**config.mk**
```make
export PLATFORM = sky130hd
export DESIGN_NAME = mcu_byte_instruction_execute_unit_flat
export DESIGN_NICKNAME = d
export VERILOG_FILES = /design/src/rtl/core/mbie_pkg.sv /design/src/rtl/core/mbie_if.sv /design/src/rtl/core/mbie_ram.sv /design/src/rtl/core/mcu_byte_instruction_execute_unit.sv /design/src/flat_wrapper.sv
export VERILOG_INCLUDE_DIRS = /design/src /design/src/rtl/core
export SDC_FILE = /design/constraint.sdc
export NUM_CORES = 2
export LEC_CHECK = 0
export ABC_AREA = 1
export ABC_CLOCK_PERIOD_IN_PS = 19400
export BUFFER_PORTS_ARGS = -buffer_cell sky130_fd_sc_hd__buf_2
export CAP_MARGIN = 10
export CORE_MARGIN = 2
export CORE_UTILIZATION = 40
export DETAILED_ROUTE_END_ITERATION = 7
export GPL_TIMING_DRIVEN = 1
export HOLD_SLACK_MARGIN = 0.03
export PLACE_DENSITY_LB_ADDON = 0.2
export SYNTH_ARGS = -nofsm -noshare
export SYNTH_HDL_FRONTEND = slang
export SYNTH_SLANG_ARGS = --single-unit
```
**constraint.sdc**
```tcl
create_clock -name clk -period 19.4 [get_ports clk]
set_clock_uncertainty 0.05 [all_clocks]
set_input_delay 1.94 -clock clk [delete_from_list [all_inputs] [get_ports clk]]
set_output_delay 1.94 -clock clk [all_outputs]
set_load 0.1 [all_outputs]
```
**src/rtl/core/mcu_byte_instruction_execute_unit_macros.svh**
```systemverilog
// Assertion helpers for the execute unit. Clock and reset are the
// enclosing module's clk and rst_n.
`ifndef MCU_BYTE_INSTRUCTION_EXECUTE_UNIT_MACROS_SVH
`define MCU_BYTE_INSTRUCTION_EXECUTE_UNIT_MACROS_SVH

// same-cycle implication
`define MBIE_ASSERT_NOW(lbl, a, c, msg) \
  lbl: assert property (@(posedge clk) disable iff (!rst_n) (a) |-> (c)) else $error(msg);

// next-cycle implication
`define MBIE_ASSERT_NEXT(lbl, a, c, msg) \
  lbl: assert property (@(posedge clk) disable iff (!rst_n) (a) |=> (c)) else $error(msg);

`endif

```
**src/rtl/core/mbie_pkg.sv**
```systemverilog
`timescale 1ns / 1ps
`default_nettype none
package mbie_pkg;
  localparam int PROGRAM_WORDS = 1024;
  localparam int STACK_DEPTH   = 8;
  localparam int BANK_SIZE     = 128;
  localparam int PC_W          = $clog2(PROGRAM_WORDS);
  localparam int SP_W          = $clog2(STACK_DEPTH);
  localparam int FA_W          = $clog2(BANK_SIZE);
  localparam int IW_W          = 14;

  // instruction groups, bits 13:12
  localparam logic [1:0] GRP_BYTE = 2'd0;
  localparam logic [1:0] GRP_BIT  = 2'd1;
  localparam logic [1:0] GRP_JUMP = 2'd2;
  localparam logic [1:0] GRP_LIT  = 2'd3;

  // byte op codes, bits 11:8
  localparam logic [3:0] OP_MISC   = 4'h0;
  localparam logic [3:0] OP_CLR    = 4'h1;
  localparam logic [3:0] OP_SUBWF  = 4'h2;
  localparam logic [3:0] OP_DECF   = 4'h3;
  localparam logic [3:0] OP_IORWF  = 4'h4;
  localparam logic [3:0] OP_ANDWF  = 4'h5;
  localparam logic [3:0] OP_XORWF  = 4'h6;
  localparam logic [3:0] OP_ADDWF  = 4'h7;
  localparam logic [3:0] OP_MOVF   = 4'h8;
  localparam logic [3:0] OP_COMF   = 4'h9;
  localparam logic [3:0] OP_INCF   = 4'ha;
  localparam logic [3:0] OP_DECFSZ = 4'hb;
  localparam logic [3:0] OP_RRF    = 4'hc;
  localparam logic [3:0] OP_RLF    = 4'hd;
  localparam logic [3:0] OP_SWAPF  = 4'he;
  localparam logic [3:0] OP_INCFSZ = 4'hf;

  // literal op codes; movlw, retlw, sublw and addlw each span a code range
  localparam logic [3:0] LOP_MOVLW_LO = 4'h0;
  localparam logic [3:0] LOP_MOVLW_HI = 4'h3;
  localparam logic [3:0] LOP_RETLW_LO = 4'h4;
  localparam logic [3:0] LOP_RETLW_HI = 4'h7;
  localparam logic [3:0] LOP_IOR      = 4'h8;
  localparam logic [3:0] LOP_AND      = 4'h9;
  localparam logic [3:0] LOP_XOR      = 4'ha;
  localparam logic [3:0] LOP_BAD      = 4'hb;
  localparam logic [3:0] LOP_SUBLW_LO = 4'hc;
  localparam logic [3:0] LOP_SUBLW_HI = 4'hd;
  localparam logic [3:0] LOP_ADDLW_LO = 4'he;
  localparam logic [3:0] LOP_ADDLW_HI = 4'hf;

  // control codes in the file field of OP_MISC
  localparam logic [6:0] F_RETURN = 7'h08;
  localparam logic [6:0] F_RETFIE = 7'h09;
  localparam logic [6:0] F_SLEEP  = 7'h63;
  localparam logic [6:0] F_CLRWDT = 7'h64;

  localparam logic [6:0] F_STATUS = 7'h03;
  localparam logic [6:0] F_PCLATH = 7'h0a;
endpackage
`default_nettype wire

```
**src/rtl/core/mbie_if.sv**
```systemverilog
`timescale 1ns / 1ps
`default_nettype none
interface mbie_in_if;
  logic        valid;
  logic        ready;
  logic [13:0] instruction_word;
  modport source (output valid, output instruction_word, input ready);
  modport sink   (input valid, input instruction_word, output ready);
endinterface

interface mbie_out_if;
  logic       valid;
  logic       ready;
  logic [9:0] next_pc;
  logic [7:0] w_value;
  logic       carry_flag;
  logic       digit_carry_flag;
  logic       zero_flag;
  logic [7:0] file_write_address;
  logic [7:0] file_write_data;
  logic       file_written;
  logic [1:0] instr_cycles;
  logic       power_down_flag;
  logic       interrupt_enable;
  logic       unknown_opcode;
  modport source (output valid, output next_pc, output w_value, output carry_flag,
                  output digit_carry_flag, output zero_flag, output file_write_address,
                  output file_write_data, output file_written, output instr_cycles,
                  output power_down_flag, output interrupt_enable,
                  output unknown_opcode, input ready);
  modport sink   (input valid, input next_pc, input w_value, input carry_flag,
                  input digit_carry_flag, input zero_flag, input file_write_address,
                  input file_write_data, input file_written, input instr_cycles,
                  input power_down_flag, input interrupt_enable,
                  input unknown_opcode, output ready);
endinterface
`default_nettype wire

```
**src/rtl/core/mbie_ram.sv**
```systemverilog
`timescale 1ns / 1ps
`default_nettype none
module mbie_ram #(
  parameter int WIDTH = 8,
  parameter int DEPTH = 128
) (
  input  wire logic                     clk,
  input  wire logic                     we,
  input  wire logic [$clog2(DEPTH)-1:0] waddr,
  input  wire logic [WIDTH-1:0]         wdata,
  input  wire logic                     re,
  input  wire logic [$clog2(DEPTH)-1:0] raddr,
  output logic      [WIDTH-1:0]         rdata
);
  logic [WIDTH-1:0] mem [DEPTH];

  // read returns old data on a same-address write
  always_ff @(posedge clk) begin
    if (we) begin
      mem[waddr] <= wdata;
    end
    if (re) begin
      rdata <= mem[raddr];
    end
  end
endmodule
`default_nettype wire

```
**src/rtl/core/mcu_byte_instruction_execute_unit.sv**
```systemverilog
`timescale 1ns / 1ps
`default_nettype none
`include "mcu_byte_instruction_execute_unit_macros.svh"
// Execute unit for an 8-bit accumulator MCU with 14-bit instruction words.
// in_ch : one instruction word per beat, taken on valid && ready.
// out_ch: one result beat per instruction: next PC, W, C/DC/Z, the file
//         write (if any), cycle count, PD, GIE and an unknown-opcode flag.
// Stages: the read stage reads both file banks at the 7-bit address as
// the beat is taken; the execute stage executes, writes back and loads
// the output register. Throughput: one instruction per cycle unless
// out_ch stalls. The read-modify-write loop on the bank RAMs is closed
// by a one-entry forward of the write made in the read cycle; W, status,
// PC and stack are flops updated at execute.
// Reset: W, PC, stack, GIE clear, TO/PD set; file valid bits clear so every
// file byte but STATUS reads zero until written. No clearing pass is needed.
// Stall: while out_ch holds an untaken beat, the execute stage holds and
// in_ch.ready drops only once the execute stage is also occupied.
module mcu_byte_instruction_execute_unit (
  input wire logic clk,
  input wire logic rst_n,
  mbie_in_if.sink    in_ch,
  mbie_out_if.source out_ch
);
  import mbie_pkg::*;

  localparam int FILE_N = 2 * BANK_SIZE;

  // pipeline control
  logic             ex_v_r;
  logic [IW_W-1:0]  ex_op_r;
  logic             ex_fire;
  logic             in_acc;
  logic             out_v_r;

  // architectural state
  logic [7:0]       w_r;
  logic             c_r, dc_r, z_r, rp0_r, to_r, pd_r, gie_r;
  logic [PC_W-1:0]  pc_r;
  logic [PC_W-1:0]  stk_r [STACK_DEPTH];
  logic [SP_W-1:0]  sp_r;
  logic [FILE_N-1:0] vld_r;
  logic [7:0]       lat0_r, lat1_r;

  // write forward from read cycle
  logic             fwd_v_r;
  logic [FA_W:0]    fwd_a_r;
  logic [7:0]       fwd_d_r;

  // RAM
  logic [7:0]       ram0_q, ram1_q;

  // execute combinational
  logic [1:0]       grp;
  logic [3:0]       sub;
  logic             dbit;
  logic [6:0]       fa;
  logic [7:0]       k8;
  logic [FA_W:0]    addr;
  logic [7:0]       r;
  logic [7:0]       res;
  logic [8:0]       sum9;
  logic             wr_en;
  logic [7:0]       wr_d;
  logic [7:0]       w_nxt;
  logic             c_nxt, dc_nxt, z_nxt, rp0_nxt, to_nxt, pd_nxt, gie_nxt;
  logic [PC_W-1:0]  pc_nxt;
  logic [SP_W-1:0]  sp_nxt;
  logic [SP_W-1:0]  sp_dec, sp_inc;
  logic             push;
  logic [1:0]       cyc;
  logic             unk;
  logic [12:0]      target;
  logic [7:0]       latch;
  logic             ex_sleep;

  assign ex_fire = ex_v_r && (!out_v_r || out_ch.ready);
  assign in_ch.ready = !ex_v_r || ex_fire;
  assign in_acc = in_ch.valid && in_ch.ready;

  mbie_ram #(.WIDTH(8), .DEPTH(BANK_SIZE)) u_bank0 (
    .clk   (clk),
    .we    (ex_fire && wr_en && !rp0_r),
    .waddr (fa),
    .wdata (wr_d),
    .re    (in_acc),
    .raddr (in_ch.instruction_word[FA_W-1:0]),
    .rdata (ram0_q)
  );

  mbie_ram #(.WIDTH(8), .DEPTH(BANK_SIZE)) u_bank1 (
    .clk   (clk),
    .we    (ex_fire && wr_en && rp0_r),
    .waddr (fa),
    .wdata (wr_d),
    .re    (in_acc),
    .raddr (in_ch.instruction_word[FA_W-1:0]),
    .rdata (ram1_q)
  );

  assign grp  = ex_op_r[13:12];
  assign sub  = ex_op_r[11:8];
  assign dbit = ex_op_r[7];
  assign fa   = ex_op_r[6:0];
  assign k8   = ex_op_r[7:0];
  assign addr = {rp0_r, fa};
  assign sp_dec = (sp_r == '0) ? SP_W'(STACK_DEPTH - 1) : sp_r - 1'b1;
  assign sp_inc = (sp_r == SP_W'(STACK_DEPTH - 1)) ? '0 : sp_r + 1'b1;
  assign latch  = rp0_r ? lat1_r : lat0_r;
  // page bits land at 12:11, the PC width keeps what fits the program space
  assign target = {latch[4:3], ex_op_r[10:0]};
  assign ex_sleep = (grp == GRP_BYTE) && (sub == OP_MISC) && !dbit && (fa == F_SLEEP);

  // operand: status, forwarded write, RAM, or zero if never written
  always_comb begin
    if (fa == F_STATUS) begin
      r = {2'b00, rp0_r, to_r, pd_r, z_r, dc_r, c_r};
    end else if (fwd_v_r && fwd_a_r == addr) begin
      r = fwd_d_r;
    end else if (!vld_r[addr]) begin
      r = 8'h00;
    end else begin
      r = rp0_r ? ram1_q : ram0_q;
    end
  end

  always_comb begin
    res = 8'h00;
    sum9 = 9'd0;
    wr_en = 1'b0;
    wr_d = 8'h00;
    w_nxt = w_r;
    c_nxt = c_r; dc_nxt = dc_r; z_nxt = z_r; rp0_nxt = rp0_r;
    to_nxt = to_r; pd_nxt = pd_r; gie_nxt = gie_r;
    pc_nxt = pc_r + 1'b1;
    sp_nxt = sp_r;
    push = 1'b0;
    cyc = 2'd1;
    unk = 1'b0;
    unique case (grp)
      GRP_BYTE: begin
        if (sub == OP_MISC) begin
          if (dbit) begin
            wr_en = 1'b1; wr_d = w_r;
          end else if (fa == F_RETURN || fa == F_RETFIE) begin
            sp_nxt = sp_dec; pc_nxt = stk_r[sp_dec]; cyc = 2'd2;
            if (fa == F_RETFIE) gie_nxt = 1'b1;
          end else if (fa == F_SLEEP) begin
            pd_nxt = 1'b0; to_nxt = 1'b1;
          end else if (fa == F_CLRWDT) begin
            pd_nxt = 1'b1; to_nxt = 1'b1;
          end else if (fa[4:0] != 5'd0) begin
            unk = 1'b1;
          end
        end else if (sub == OP_CLR) begin
          if (dbit) begin
            wr_en = 1'b1; wr_d = 8'h00;
          end else begin
            w_nxt = 8'h00;
          end
        end else begin
          case (sub)
            OP_SUBWF:  begin sum9 = {1'b0, r} - {1'b0, w_r}; res = sum9[7:0]; end
            OP_ADDWF:  begin sum9 = {1'b0, r} + {1'b0, w_r}; res = sum9[7:0]; end
            OP_IORWF:  res = r | w_r;
            OP_ANDWF:  res = r & w_r;
            OP_XORWF:  res = r ^ w_r;
            OP_MOVF:   res = r;
            OP_COMF:   res = ~r;
            OP_RRF:    res = {c_r, r[7:1]};
            OP_RLF:    res = {r[6:0], c_r};
            OP_SWAPF:  res = {r[3:0], r[7:4]};
            OP_INCF, OP_INCFSZ: res = r + 8'd1;
            default:   res = r - 8'd1;
          endcase
          if (dbit) begin
            wr_en = 1'b1; wr_d = res;
          end else begin
            w_nxt = res;
          end
          if ((sub == OP_DECFSZ || sub == OP_INCFSZ) && res == 8'h00) begin
            pc_nxt = pc_r + PC_W'(2); cyc = 2'd2;
          end
        end
      end
      GRP_BIT: unk = 1'b1;
      GRP_JUMP: begin
        if (!ex_op_r[11]) begin
          push = 1'b1; sp_nxt = sp_inc;
        end
        pc_nxt = target[PC_W-1:0]; cyc = 2'd2;
      end
      default: begin
        case (sub) inside
          [LOP_MOVLW_LO:LOP_MOVLW_HI]: w_nxt = k8;
          [LOP_RETLW_LO:LOP_RETLW_HI]: begin
            w_nxt = k8; sp_nxt = sp_dec; pc_nxt = stk_r[sp_dec]; cyc = 2'd2;
          end
          LOP_IOR: w_nxt = w_r | k8;
          LOP_AND: w_nxt = w_r & k8;
          LOP_XOR: w_nxt = w_r ^ k8;
          LOP_BAD: unk = 1'b1;
          [LOP_SUBLW_LO:LOP_SUBLW_HI]: begin
            sum9 = {1'b0, k8} - {1'b0, w_r}; w_nxt = sum9[7:0];
          end
          default: begin
            sum9 = {1'b0, k8} + {1'b0, w_r}; w_nxt = sum9[7:0];
          end
        endcase
      end
    endcase

    // status write lands first, instruction flags after
    if (wr_en && fa == F_STATUS) begin
      c_nxt = wr_d[0]; dc_nxt = wr_d[1]; z_nxt = wr_d[2]; rp0_nxt = wr_d[5];
    end
    if (grp == GRP_BYTE) begin
      if (sub == OP_CLR) begin
        z_nxt = 1'b1;
      end else if (sub == OP_SUBWF) begin
        z_nxt = (res == 8'h00); c_nxt = (r >= w_r); dc_nxt = (r[3:0] >= w_r[3:0]);
      end else if (sub == OP_ADDWF) begin
        z_nxt = (res == 8'h00); c_nxt = sum9[8];
        dc_nxt = ({1'b0, r[3:0]} + {1'b0, w_r[3:0]}) > 5'd15;
      end else if (sub == OP_RRF) begin
        c_nxt = r[0];
      end else if (sub == OP_RLF) begin
        c_nxt = r[7];
      end else if (sub == OP_DECF || sub == OP_IORWF || sub == OP_ANDWF ||
                   sub == OP_XORWF || sub == OP_MOVF || sub == OP_COMF ||
                   sub == OP_INCF) begin
        z_nxt = (res == 8'h00);
      end
    end else if (grp == GRP_LIT) begin
      if (sub == LOP_IOR || sub == LOP_AND || sub == LOP_XOR) begin
        z_nxt = (w_nxt == 8'h00);
      end else if (sub == LOP_SUBLW_LO || sub == LOP_SUBLW_HI) begin
        z_nxt = (w_nxt == 8'h00); c_nxt = (k8 >= w_r); dc_nxt = (k8[3:0] >= w_r[3:0]);
      end else if (sub == LOP_ADDLW_LO || sub == LOP_ADDLW_HI) begin
        z_nxt = (w_nxt == 8'h00); c_nxt = sum9[8];
        dc_nxt = ({1'b0, k8[3:0]} + {1'b0, w_r[3:0]}) > 5'd15;
      end
    end
  end

  // pipeline and state
  always_ff @(posedge clk) begin
    if (!rst_n) begin
      ex_v_r <= 1'b0; out_v_r <= 1'b0; fwd_v_r <= 1'b0;
      w_r <= 8'h00; c_r <= 1'b0; dc_r <= 1'b0; z_r <= 1'b0; rp0_r <= 1'b0;
      to_r <= 1'b1; pd_r <= 1'b1; gie_r <= 1'b0;
      pc_r <= '0; sp_r <= '0; vld_r <= '0;
      lat0_r <= 8'h00; lat1_r <= 8'h00;
      for (int i = 0; i < STACK_DEPTH; i++) stk_r[i] <= '0;
    end else begin
      if (in_acc) begin
        ex_v_r <= 1'b1;
        // capture this cycle's write for the instruction now reading
        fwd_v_r <= ex_fire && wr_en;
      end else if (ex_fire) begin
        ex_v_r <= 1'b0;
      end
      if (ex_fire) begin
        out_v_r <= 1'b1;
      end else if (out_ch.ready) begin
        out_v_r <= 1'b0;
      end
      if (ex_fire) begin
        w_r <= w_nxt; c_r <= c_nxt; dc_r <= dc_nxt; z_r <= z_nxt; rp0_r <= rp0_nxt;
        to_r <= to_nxt; pd_r <= pd_nxt; gie_r <= gie_nxt;
        pc_r <= pc_nxt; sp_r <= sp_nxt;
        if (push) stk_r[sp_r] <= pc_r + 1'b1;
        if (wr_en) begin
          vld_r[addr] <= 1'b1;
          if (fa == F_PCLATH) begin
            if (rp0_r) lat1_r <= wr_d;
            else lat0_r <= wr_d;
          end
        end
      end
    end
  end

  // payload registers
  always_ff @(posedge clk) begin
    if (in_acc) begin
      ex_op_r <= in_ch.instruction_word;
      fwd_a_r <= addr;
      fwd_d_r <= wr_d;
    end
    if (ex_fire) begin
      out_ch.next_pc            <= pc_nxt;
      out_ch.w_value            <= w_nxt;
      out_ch.carry_flag         <= c_nxt;
      out_ch.digit_carry_flag   <= dc_nxt;
      out_ch.zero_flag          <= z_nxt;
      out_ch.file_write_address <= wr_en ? addr : 8'h00;
      out_ch.file_write_data    <= wr_en ? wr_d : 8'h00;
      out_ch.file_written       <= wr_en;
      out_ch.instr_cycles       <= cyc;
      out_ch.power_down_flag    <= pd_nxt;
      out_ch.interrupt_enable   <= gie_nxt;
      out_ch.unknown_opcode     <= unk;
    end
  end

  assign out_ch.valid = out_v_r;

  `MBIE_ASSERT_NOW(a_stall_blocks_in, ex_v_r && !ex_fire, !in_ch.ready, "input taken in stall")
  `MBIE_ASSERT_NOW(a_unknown_no_write, ex_fire && unk, !wr_en, "unknown opcode wrote file")
  `MBIE_ASSERT_NEXT(a_sleep_clears_pd, ex_fire && ex_sleep, !pd_r && to_r, "sleep left PD set")
endmodule
`default_nettype wire
```
**src/flat_wrapper.sv**
```systemverilog
// flat-port wrapper written by rule: the top's interface ports become plain ports
module mcu_byte_instruction_execute_unit_flat import mbie_pkg::*;
  (clk, rst_n, in_ch_valid, in_ch_instruction_word, in_ch_ready, out_ch_valid, out_ch_next_pc, out_ch_w_value, out_ch_carry_flag, out_ch_digit_carry_flag, out_ch_zero_flag, out_ch_file_write_address, out_ch_file_write_data, out_ch_file_written, out_ch_instr_cycles, out_ch_power_down_flag, out_ch_interrupt_enable, out_ch_unknown_opcode, out_ch_ready);
  mbie_in_if in_ch_i ();
  mbie_out_if out_ch_i ();
  input wire logic clk;
  input wire logic rst_n;
  input wire logic [$bits(in_ch_i.valid)-1:0] in_ch_valid;
  input wire logic [$bits(in_ch_i.instruction_word)-1:0] in_ch_instruction_word;
  output wire logic [$bits(in_ch_i.ready)-1:0] in_ch_ready;
  output wire logic [$bits(out_ch_i.valid)-1:0] out_ch_valid;
  output wire logic [$bits(out_ch_i.next_pc)-1:0] out_ch_next_pc;
  output wire logic [$bits(out_ch_i.w_value)-1:0] out_ch_w_value;
  output wire logic [$bits(out_ch_i.carry_flag)-1:0] out_ch_carry_flag;
  output wire logic [$bits(out_ch_i.digit_carry_flag)-1:0] out_ch_digit_carry_flag;
  output wire logic [$bits(out_ch_i.zero_flag)-1:0] out_ch_zero_flag;
  output wire logic [$bits(out_ch_i.file_write_address)-1:0] out_ch_file_write_address;
  output wire logic [$bits(out_ch_i.file_write_data)-1:0] out_ch_file_write_data;
  output wire logic [$bits(out_ch_i.file_written)-1:0] out_ch_file_written;
  output wire logic [$bits(out_ch_i.instr_cycles)-1:0] out_ch_instr_cycles;
  output wire logic [$bits(out_ch_i.power_down_flag)-1:0] out_ch_power_down_flag;
  output wire logic [$bits(out_ch_i.interrupt_enable)-1:0] out_ch_interrupt_enable;
  output wire logic [$bits(out_ch_i.unknown_opcode)-1:0] out_ch_unknown_opcode;
  input wire logic [$bits(out_ch_i.ready)-1:0] out_ch_ready;
  assign in_ch_i.valid = in_ch_valid;
  assign in_ch_i.instruction_word = in_ch_instruction_word;
  assign in_ch_ready = in_ch_i.ready;
  assign out_ch_valid = out_ch_i.valid;
  assign out_ch_next_pc = out_ch_i.next_pc;
  assign out_ch_w_value = out_ch_i.w_value;
  assign out_ch_carry_flag = out_ch_i.carry_flag;
  assign out_ch_digit_carry_flag = out_ch_i.digit_carry_flag;
  assign out_ch_zero_flag = out_ch_i.zero_flag;
  assign out_ch_file_write_address = out_ch_i.file_write_address;
  assign out_ch_file_write_data = out_ch_i.file_write_data;
  assign out_ch_file_written = out_ch_i.file_written;
  assign out_ch_instr_cycles = out_ch_i.instr_cycles;
  assign out_ch_power_down_flag = out_ch_i.power_down_flag;
  assign out_ch_interrupt_enable = out_ch_i.interrupt_enable;
  assign out_ch_unknown_opcode = out_ch_i.unknown_opcode;
  assign out_ch_i.ready = out_ch_ready;
  mcu_byte_instruction_execute_unit u_core (.clk(clk), .rst_n(rst_n), .in_ch(in_ch_i), .out_ch(out_ch_i));
endmodule
```
==> impl_results.md <==
- Run status: finished clean
- Starting Density: 40.29%
- Detail Placement HPWL: 200,500 um
- R2R Setup Slk: 10.55 ns
- Fin Hold WS: 0.4025 ns
- Via/cell ratio: 5.707
- Port bufs: 62
- Slowest Stage Delay on Critical Path: 0.92 ns
- Top cell family by delay on the critical path: buffers and inverters
- # setup viols final: 0
- Area of the multi-input gates: 0.02873 mm2
- Final min period: 8.850 ns
- Slew Limit Fails: 0
- Share of flip-flops with an asynchronous set or reset: 0%
- Vias in the first global route: 71,540
- Sequential cell area: 0.07230 mm2
- CTS tree: done
- Worst Hold Class: flip-flop to flip-flop
- Gpl congestion: 0.9173
- Slew headroom: 15.80%
- DRC viols: 0
- Synth top area share: 63.51%
- Final #Nets: 9,690
- Final TNS setup: 0 ns
- Number of synthesized flops with an enable pin: 2,217
- Avg WL per Cell: 25.02 um
- CP Capture Type: flip-flop
- Critical setup path kind: flip-flop to flip-flop
- Die Area: 0.2662 mm2
- Post-synthesis cell type count: 52
- Area grow syn2layout: 12.72%
- Worst Max-Slew Pin Slew: 1.253 ns
- Synth area leader: edfxtp_1
- H-Tree Level Count: 5
- Initial antenna violation count: 9
- Clk_lat worst skew: 0.95 ns
- Worst path bufs/invs: 7
- Largest net degree at the start of global routing: 229
- Filler cells: 24,050
- Ys Warns: 0
- Seq/Total Area, Yosys: 68.97%
- Die Width: 515.9 um
- Post-CTS Hold Fix Bufs: 0
- Req. time, crit path: 19.93 ns
- DRT antenna net count: 0
- Slowest CP cell: buf_4
- Core area: 0.2602 mm2
- VDD IR-drop max: 102.3 uV
- Crit path top cell by count: nand2_1
- Post-Syn Nets: 9,707
- Chip height: 515.9 um
- Routed WL: 332,800 um
- Most used DFF post-synth: edfxtp_1
- Startpoint types: flip-flop
- Worst-path fanout max: 97
- Drt first pass iters: 8
- Global-route wire length before repair: 485,700 um
- Leak: 40.74 nW
- RSZ-0062 raised after global routing: no
- Post-synthesis register bit count: 2,503
- Tcrit/Tclk final: 45.62%
- Total grt overflow: 0
- Synth Cell Area: 0.1048 mm2
- Most frequent cells after synthesis: edfxtp_1, nor2_1, o21ai_0, nand2_1, o22ai_1
- Syn_area_per_cell: 10.90 um2
- Site Rows: 187
- # resized after CTS: 0
- CTS Root Cell: clkbuf_16
- Setup repair bufs after CTS: 0
- Worst EP arrival: 9.38 ns
- Clock slew at reported path FFs: 0.06 ns
- Ports: 63
- Drt first-iter violations: 8,513
- Pwr Density: 100.1 mW/mm2
- Vias: 75,930
- Total track usage: 24.39%
- Count leader, synth: edfxtp_1
- Share of post-route cells with drive strength above 1: 8.047%
- Fin. Hold Viols: 0
- Synth Instances: 9,618
- CTS Buffer Depth: 4
- Max-Cap Viols: 0
- Max Clk Rate: 113.0 MHz
- TritonCTS Sinks: 2,503
- Top cells by area, synth: edfxtp_1, nor2_1, o21ai_0
- Total CTS buffers: 289
## placed cells by master, fill, tap and decap left out, types with 25 or more instances in the layout
| cell | instances |
|---|---|
| a21oi_1 | 305 |
| buf_2 | 65 |
| buf_4 | 253 |
| clkbuf_1 | 63 |
| clkbuf_16 | 295 |
| clkinv_1 | 68 |
| clkinv_2 | 44 |
| dfxtp_1 | 286 |
| edfxtp_1 | 2217 |
| ha_1 | 66 |
| inv_1 | 352 |
| nand2_1 | 1037 |
| nand3_1 | 103 |
| nor2_1 | 2063 |
| nor3_1 | 121 |
| o21ai_0 | 1491 |
| o21ai_1 | 25 |
| o22ai_1 | 653 |
| o32ai_1 | 41 |
## layout make-up
type                            instances  area share, %
Multi-Input combinational cell       6092          24.32
Clock buffer                          364          6.518
Inverter                              381          1.251
Timing Repair Buffer                  334          2.101
Antenna cell                            2       0.004236
Clock inverter                        131         0.9118
Tap cell                             3496          3.702
Sequential cell                      2503          61.19
## final timing paths
check / to / cells after the start / start
hold / removal: u_core.vld_r[124] / 2 / u_core.vld_r[124]
hold reg to reg: u_core.vld_r[124] / 2 / u_core.vld_r[124]
setup / recovery: u_core.u_bank1.mem[45][5] / 34 / u_core.ex_op_r[0]
setup reg to reg: u_core.u_bank1.mem[45][5] / 34 / u_core.ex_op_r[0]
## power breakdown
part,switching [mW],internal [mW]
Sequential,0.0188,5.86
Clock,2.13,3.02
Combinational,0.613,0.172
Total,2.76,9.06
## registers in the layout, summed over array words and instances, names as in the netlist, 2 cells and up
signal	flops
u_core.u_bank1.mem	1024
u_core.stk_r	80
u_core.out_ch.instr_cycles	2
u_core.u_bank0.mem	1024
u_core.out_ch.file_write_data	8
u_core.u_bank0.rdata	8
u_core.ex_op_r	14
u_core.fwd_d_r	8
u_core.out_ch.w_value	8
u_core.vld_r	256
u_core.fwd_a_r	8
u_core.out_ch.file_write_address	8
u_core.out_ch.next_pc	10
u_core.sp_r	3
u_core.pc_r	10
u_core.u_bank1.rdata	8
u_core.w_r	8
## worst min-delay path, delay by kind of cell (launching register included)
| family | cells | cell delay, ns |
|---|---|---|
| compound gates | 1 | 0.06 |
| buf+inv | 1 | 0.05 |
| flops | 1 | 0.30 |
## cell families (layout without fill, tap and decap cells)
group,count (synthesis),in the layout,share of synthesized area [%]
compound gates,2608,2608,13.62
simple gates,3391,3391,12.53
xor+xnor,22,22,0.1838
fa+ha+maj,71,71,0.8833
other cells,0,2,0
buf+inv,1023,1210,3.805
flops,2503,2503,68.97
## through the flow
| stage | util, % | instances | power (mW) | cell area, um2 | worst slack, ns |
|---|---|---|---|---|---|
| 3_5_place_dp | 42.01 | 12800 | 6.769 | 109300 | 10.64 |
| 6_report | 45.41 | 13300 | 11.82 | 118200 | 10.55 |
| 4_1_cts | 45.39 | 13290 | 11.89 | 118100 | 10.66 |
| 2_1_floorplan | - | 9618 | 6.476 | 104800 | 3.717 |
| 3_3_place_gp | 42.00 | 12790 | 6.764 | 109300 | 10.85 |
| 5_1_grt | 45.41 | 13300 | 12.16 | 118100 | 9.763 |
## routing by layer
| metal | track usage, % | vias up | share of wire [%] |
|---|---|---|---|
| met1 | 34.36 | 37960 | 43 |
| met2 | 38.74 | 3196 | 46 |
| met3 | 3.600 | 575 | 7.6 |
| li1 | - | 34200 | - |
| met4 | 7.901 | 0 | 3.3 |
| met5 | 0 | - | 0 |
Power figures use the tool's default switching activity.
